<file path="src/sv/heq_pkg.sv">
// heq_pkg: shared types and constants of the histogram equalizer
// opcodes, register indexes, channel codes, state types and gray divide constants
// no dependencies
package heq_pkg;

    localparam int MAX_BINS_DEF    = 256;
    localparam int COUNT_WIDTH_DEF = 21;

    localparam int PIX_W       = 8;
    localparam int OPCODE_W    = 3;
    localparam int CHAN_W      = 2;
    localparam int CFG_DATA_W  = 9;
    localparam int LUT_W       = 8;

    // gray = floor(sum / 3) as (sum * 683) >> 11, exact for sum below 2048
    localparam int GRAY_SUM_W  = PIX_W + 2;
    localparam int GRAY_PROD_W = 20;
    localparam logic [GRAY_PROD_W-1:0] GRAY_RECIP = GRAY_PROD_W'(683);
    localparam int GRAY_SHIFT  = 11;

    typedef enum logic [OPCODE_W-1:0] {
        OP_CLEAR      = 3'd0,
        OP_ACCUMULATE = 3'd1,
        OP_BUILD_LUT  = 3'd2,
        OP_MAP        = 3'd3,
        OP_READ_BIN   = 3'd4
    } opcode_t;

    typedef enum logic [CHAN_W-1:0] {
        CH_RED   = 2'd0,
        CH_GREEN = 2'd1,
        CH_BLUE  = 2'd2,
        CH_GRAY  = 2'd3
    } chan_sel_t;

    typedef enum logic {
        CFG_CHANNEL_SELECT = 1'b0,
        CFG_BIN_COUNT      = 1'b1
    } cfg_index_t;

    typedef enum logic [3:0] {
        ST_IDLE,
        ST_PREP,
        ST_BIN,
        ST_RESOLVE,
        ST_BUILD_READ,
        ST_BUILD_SUM,
        ST_BUILD_MUL,
        ST_BUILD_DIV,
        ST_BUILD_WAIT,
        ST_DONE
    } heq_state_t;

    typedef enum logic [1:0] {
        DIV_IDLE,
        DIV_CHECK,
        DIV_STEP
    } div_state_t;

endpackage

</file>
<file path="src/sv/heq_divider.sv">
// heq_divider: iterative restoring divider, one quotient bit per cycle
// quotient saturates at all ones, a zero divisor gives zero; uses heq_pkg
module heq_divider
    import heq_pkg::*;
#(
    parameter int NUM_W = 38,
    parameter int DEN_W = 21
) (
    input  logic             aclk,
    input  logic             aresetn,
    input  logic             start,
    input  logic [NUM_W-1:0] numer,
    input  logic [DEN_W-1:0] denom,
    output logic             done,
    output logic [LUT_W-1:0] quotient
);

    localparam int CW     = (NUM_W > DEN_W + LUT_W) ? NUM_W : DEN_W + LUT_W;
    localparam int STEP_W = $clog2(LUT_W);

    div_state_t          state_reg, state_next;
    logic [CW-1:0]       rem_reg;
    logic [CW-1:0]       dsh_reg;
    logic [STEP_W-1:0]   step_reg;
    logic [LUT_W-1:0]    q_reg;
    logic                done_reg;
    logic                ge;

    assign ge = (rem_reg >= dsh_reg);

    always_ff @(posedge aclk) begin
        if (!aresetn) begin
            state_reg <= DIV_IDLE;
            done_reg  <= 1'b0;
        end else begin
            state_reg <= state_next;
            done_reg  <= ((state_reg == DIV_CHECK) && (dsh_reg == '0 || ge)) ||
                         ((state_reg == DIV_STEP) && (step_reg == '0));
        end
    end

    always_comb begin
        state_next = state_reg;
        case (state_reg)
            DIV_IDLE: begin
                if (start) begin
                    state_next = DIV_CHECK;
                end
            end
            DIV_CHECK: begin
                if (dsh_reg == '0 || ge) begin
                    state_next = DIV_IDLE;
                end else begin
                    state_next = DIV_STEP;
                end
            end
            DIV_STEP: begin
                if (step_reg == '0) begin
                    state_next = DIV_IDLE;
                end
            end
            default: state_next = DIV_IDLE;
        endcase
    end

    always_ff @(posedge aclk) begin
        case (state_reg)
            DIV_IDLE: begin
                if (start) begin
                    rem_reg <= CW'(numer);
                    dsh_reg <= CW'(denom) << LUT_W;
                end
            end
            DIV_CHECK: begin
                // quotient at or above 256 saturates, zero divisor gives zero
                if (dsh_reg == '0) begin
                    q_reg <= '0;
                end else if (ge) begin
                    q_reg <= '1;
                end else begin
                    q_reg    <= '0;
                    dsh_reg  <= dsh_reg >> 1;
                    step_reg <= STEP_W'(LUT_W - 1);
                end
            end
            DIV_STEP: begin
                if (ge) begin
                    rem_reg <= rem_reg - dsh_reg;
                end
                q_reg    <= {q_reg[LUT_W-2:0], ge};
                dsh_reg  <= dsh_reg >> 1;
                step_reg <= step_reg - STEP_W'(1);
            end
            default: begin
                q_reg <= q_reg;
            end
        endcase
    end

    assign done     = done_reg;
    assign quotient = q_reg;

endmodule

</file>
<file path="config.mk">
export PLATFORM = sky130hd
export DESIGN_NAME = heq_divider
export DESIGN_NICKNAME = d
export VERILOG_FILES = /design/src/sv/heq_pkg.sv /design/src/sv/heq_divider.sv
export SDC_FILE = /design/constraint.sdc
export NUM_CORES = 1
export LEC_CHECK = 0
export ABC_AREA = 1
export BUFFER_PORTS_ARGS = -buffer_cell sky130_fd_sc_hd__clkbuf_2
export CAP_MARGIN = 20
export CORE_MARGIN = 2
export CORE_UTILIZATION = 55
export DETAILED_ROUTE_END_ITERATION = 12
export GPL_TIMING_DRIVEN = 1
export PLACE_DENSITY = 0.76
export SLEW_MARGIN = 20
export SYNTH_ARGS = -nofsm -noshare
export SYNTH_HDL_FRONTEND = slang
export SYNTH_SLANG_ARGS = --single-unit
</file>
<file path="constraint.sdc">
create_clock -name aclk -period 4.27 [get_ports aclk]
set_input_delay 0.427 -clock aclk [delete_from_list [all_inputs] [get_ports aclk]]
set_output_delay 0.427 -clock aclk [all_outputs]
set_load 0.005 [all_outputs]
</file>
# [After elaboration in Yosys (flattened, before gate mapping)]
# Index checks and enable logic that the tools add are counted.
[classes] n_reduce_logical=14 n_lt_le_gt_ge=1 add_sub_neg=2 muxes=17 eq_ne=7
[ops] op="38-bit two-way mux" n=5
[ops] op="38-bit case mux with 3 select lines" n=1
[ops] op="38-bit case mux with 2 select lines" n=1
[ops] op="38-bit greater-or-equal comparator" n=1
[ops] op="38-bit logical NOT" n=1
[ops] op="38-bit subtractor" n=1
[ops] op="8-bit two-way mux" n=2
[ops] op="8-bit case mux with 2 select lines" n=1
[ops] op="2-bit inequality test, second input constant" n=4
[ops] op="2-bit two-way mux" n=3
[ops] op="3-bit two-way mux" n=2
[ops] op="2-bit case mux with 3 select lines" n=1
[ops] op="3-bit case mux with 2 select lines" n=1
[ops] op="3-bit AND reduction" n=2
[ops] op="4-bit AND reduction" n=1
[ops] op="2-bit nonzero test" n=2
[ops] op="3-bit logical NOT" n=1
[ops] op="3-bit nonzero test" n=1
[ops] op="3-bit by 1-bit subtractor with 3-bit output, second input constant" n=1
[ops] op="2-bit by 1-bit == test with 1-bit output, second input constant" n=1
[ops] op="2-bit == test, second input constant" n=1
[ops] op="1-bit logical AND" n=2
[ops] op="2-bit logical NOT" n=1
[ops] op="1-bit logical OR" n=2
[ops] op="other kinds (2)" n=2
[word_totals] reg_bits=90

# [Depth between registers and ports, before layout]
[logic_depth] word_depth=4 depth_mapped=15 mapped_depth_nobuf=15

# [Worst setup path before layout]
# No wires, ideal clock.
[synth_path] path_type="reg2reg" startpoint="register dsh_reg[0]" endpoint="register rem_reg[0], enable pin" setup_time_ps=409 path_stages_with_launch=14 arrival_time_ps=2769 slack_ps=1092 t_required_ps=3861 synth_period_minus_slack_ps=3178 cell_sequence="edfxtp_1 > ha_1 > fa_1 > inv_1 > nand2_1 > nand3_2 > nand2_1 > nand2_2 > nand2_2 > nand2_2 > nor2_2 > inv_2 > nand2_2 > a21oi_2"
[synth_via] elab_chain_len=3
[synth_rtl] element="start, declared" line="heq_divider.sv:23" rtl="logic [CW-1:0] dsh_reg;"
[synth_rtl] element="start signal, assigned" line="heq_divider.sv:71" rtl="dsh_reg <= CW'(denom) << LUT_W;"
[synth_rtl] element="start signal, assigned" line="heq_divider.sv:82" rtl="dsh_reg <= dsh_reg >> 1;"
[synth_rtl] element="start signal, assigned" line="heq_divider.sv:91" rtl="dsh_reg <= dsh_reg >> 1;"
[synth_rtl] element="38-bit greater-or-equal comparator" line="heq_divider.sv:29" rtl="assign ge = (rem_reg >= dsh_reg);"
[synth_rtl] element="2-bit inequality test (no source line)"
[synth_rtl] element="3-bit AND reduction (no source line)"
[synth_rtl] element="end signal, assigned" line="heq_divider.sv:70" rtl="rem_reg <= CW'(numer);"
[synth_rtl] element="end signal, assigned" line="heq_divider.sv:88" rtl="rem_reg <= rem_reg - dsh_reg;"
[synth_rtl] element="end, declared" line="heq_divider.sv:22" rtl="logic [CW-1:0] rem_reg;"
# Every way passes these cells.
# A chain may end at the register's enable or synchronous reset.

# [Final worst setup path]
[layout_path] startpoint="register dsh_reg[0]" endpoint="register rem_reg[1], enable pin"
# Same word-level chain as after synthesis.

==> flow_summary.yaml <==
yosys:
  ys_top_cells_by_count: "nand2_1, inv_1, edfxtp_1, nor2_1, nand3_1"
  async_reset_ff_frac: 0
  synthesis.nets: 977
  synthCells: 879
  yosysSeqAreaShare: 0.391
  synth-main-ff-cell: "edfxtp_1"
  yosys.area.top_type: "edfxtp_1"
  avgSynthCellArea_um2: 6.99
  yosysUniqueCellTypes: 33
  synth_top_area_frac: 0.381
  synth.most_common_cell: "nand2_1"
  synth.area.top_cells: "edfxtp_1, nand2_1, inv_1"
  synth_edf_count: 78
  synth_area_um2: 6140
  yosys_register_bits: 81
  ys.warnings.count: 0
clock_tree:
  postCtsHoldBufs: 0
  ctsResizeCount: 0
  cts_sinks: 81
  numCtsBuffers: 9
  cts_tree: "done"
  clk_path_buf_depth: 2
  htreeDepth: 3
  cts_setup_buffers: 0
  clock-root-buffer: "clkbuf_8"
  clk_latency_ns: 0.37
  path_clk_slew_ns: 0.09
power_and_ir_drop:
  irDropWorstVdd_mv: 0.228
  pwr_density_cell_nw_per_um2: 370
  cellLeakagePower_nw: 3.50
detailed_routing:
  ant_nets: 0
  viasPerCell: 5.11
  routed_wl_um: 15900
  vias: 5612
  first_pass_iters: 5
  drtIter0Drc: 448
  avgRoutedWirePerCell_um: 14.5
  post-route-drc-count: 0
sta:
  tns_ns: 0
  final.period_utilization: 0.751
  finalHoldViolCount: 0
  fin_crit_ns: 3.21
  slew_headroom: 0.513
  setup_viol_count_final: 0
  max_freq_ghz: 0.312
  slew_viol_final: 0
  skew_ns: 0.0138
  rsz0062_at_grt: "no"
  tightestPinTransition_ns: 0.729
min_path:
  hold_start: "aresetn"
  hold_class: "in2reg"
critical_path:
  slowest_stage: "a21oi_4"
  crit_path_end_kind: "register"
  path_buf_inv: 3
  rr_startpoint: "dsh_reg[0]$_SDFFCE_PP0P_"
  crit_chain: "ha_1, fa_1, inv_1, nand2_1, nand3_2, nand2_1, nand2_2, nand2_2, nand2_2, nor2_2, inv_2, nand2_2, a21oi_4, buf_4"
  crit_arrival_ns: 3.26
  cp-start-kind: "register"
  cp_common_cell: "nand2_2"
  critPathRequiredTime_ns: 4.32
  cp_slowest_stage_delay_ns: 0.57
  worstPathMaxFanout: 20
  cp_top_family: "simple AND/OR/NAND/NOR gates"
  startpoint: "dsh_reg[0]$_SDFFCE_PP0P_"
  path_class: "reg2reg"
placement:
  portBuffers: 70
  place.detailed.hpwl_um: 12800
  placed_area_um2: 6670
  gp_congestion: 0.978
finish:
  final_util: 0.634
  fin_area_um2: 6900
  syn2layout_area_growth_pct: 12.4
  drive_gt1_frac: 0.125
  layout.nets: 1051
  antenna_cells: 0
  largest_register_ffs: 38
global_route:
  grtUsageTotal: 0.281
  antenna_found_initial: 1
  grt_pass1_wl_um: 25600
  grt_pass1_vias: 5258
  grt_remaining_overflow: 0
  grt_max_degree: 55
floorplan:
  die-area_um2: 12000
  ios: 71
  die_h_um: 110
  initial_core_util: 0.564
  die_w_um: 110
  fp-row-count: 38
  core_um2: 10900
run_status:
  status: "completed"
run:
  maxCapViolCount: 0
[cell usage in the layout, fill, tap and decap left out, drive strengths merged, types with 9 or more instances in the layout]
cell type / count
nand3: 52
a21oi: 33
clkbuf: 80
nor3: 9
edfxtp: 78
nand4: 13
ha: 35
o21ai: 45
xnor2: 15
inv: 151
nor2: 73
nand2: 339
[final timing paths]
| check | end | slack [ns] | cells after the start |
|---|---|---|---|
| setup / recovery | rem_reg[1]$_DFFE_PP_ | 1.06 | 14 |
| hold / removal | done$_SDFF_PN0_ | 0.29 | 3 |
| setup reg to reg | rem_reg[1]$_DFFE_PP_ | 1.06 | 14 |
| hold reg to reg | state_reg[1]$_SDFFE_PN0P_ | 0.51 | 2 |
[layer usage]
metal | vias up | global-route usage | wire length [um]
met5 | - | 0 | 0
li1 | 2933 | - | -
met4 | 0 | 0.0904 | 346
met2 | 147 | 0.441 | 7030
met3 | 24 | 0.0379 | 807
met1 | 2508 | 0.401 | 7740
[logic make-up (layout without fill, tap and decap cells)]
logic type	count (synthesis)	in the layout	synth area share
buffers and inverters	164	243	0.101
and+or+nand+nor	494	494	0.333
AOI/OAI and AO/OA	87	87	0.0758
adders and majority gates	36	36	0.0746
xor gates and xnor gates	17	17	0.0242
DFF	81	81	0.391
[stage by stage]
stage	hold WS, ns	cells	total power (W)	setup WS [ns]
floorplan	0.473	879	0.00165	1.09
global placement	0.492	1082	0.00189	1.13
detailed placement	0.502	1082	0.00190	1.04
CTS	0.283	1098	0.00255	1.04
global route	0.300	1098	0.00272	0.801
finish	0.287	1098	0.00255	1.06
[power by group]
group | leakage, nW | switching (W) | total (W) | internal (W)
combinational | 2.63 | 0.000593 | 0.000890 | 0.000297
sequential | 0.755 | 0.0000341 | 0.00100 | 0.000970
clock | 0.113 | 0.000311 | 0.000658 | 0.000348
[worst min-delay path, delay by kind of cell]
family          cells  cell delay (ns)
compound gates      1             0.04
buf+inv             2             0.15
[layout make-up]
class	count	area, um^2
Sequential cell	81	2400
Fill cell	1067	3990
Tap cell	140	175
Inverter	150	563
Timing Repair Buffer	77	403
Clock buffer	10	138
Multi-Input combinational cell	634	3130
Clock inverter	6	90.1
No activity file was read; power rests on OpenSTA's default activity.
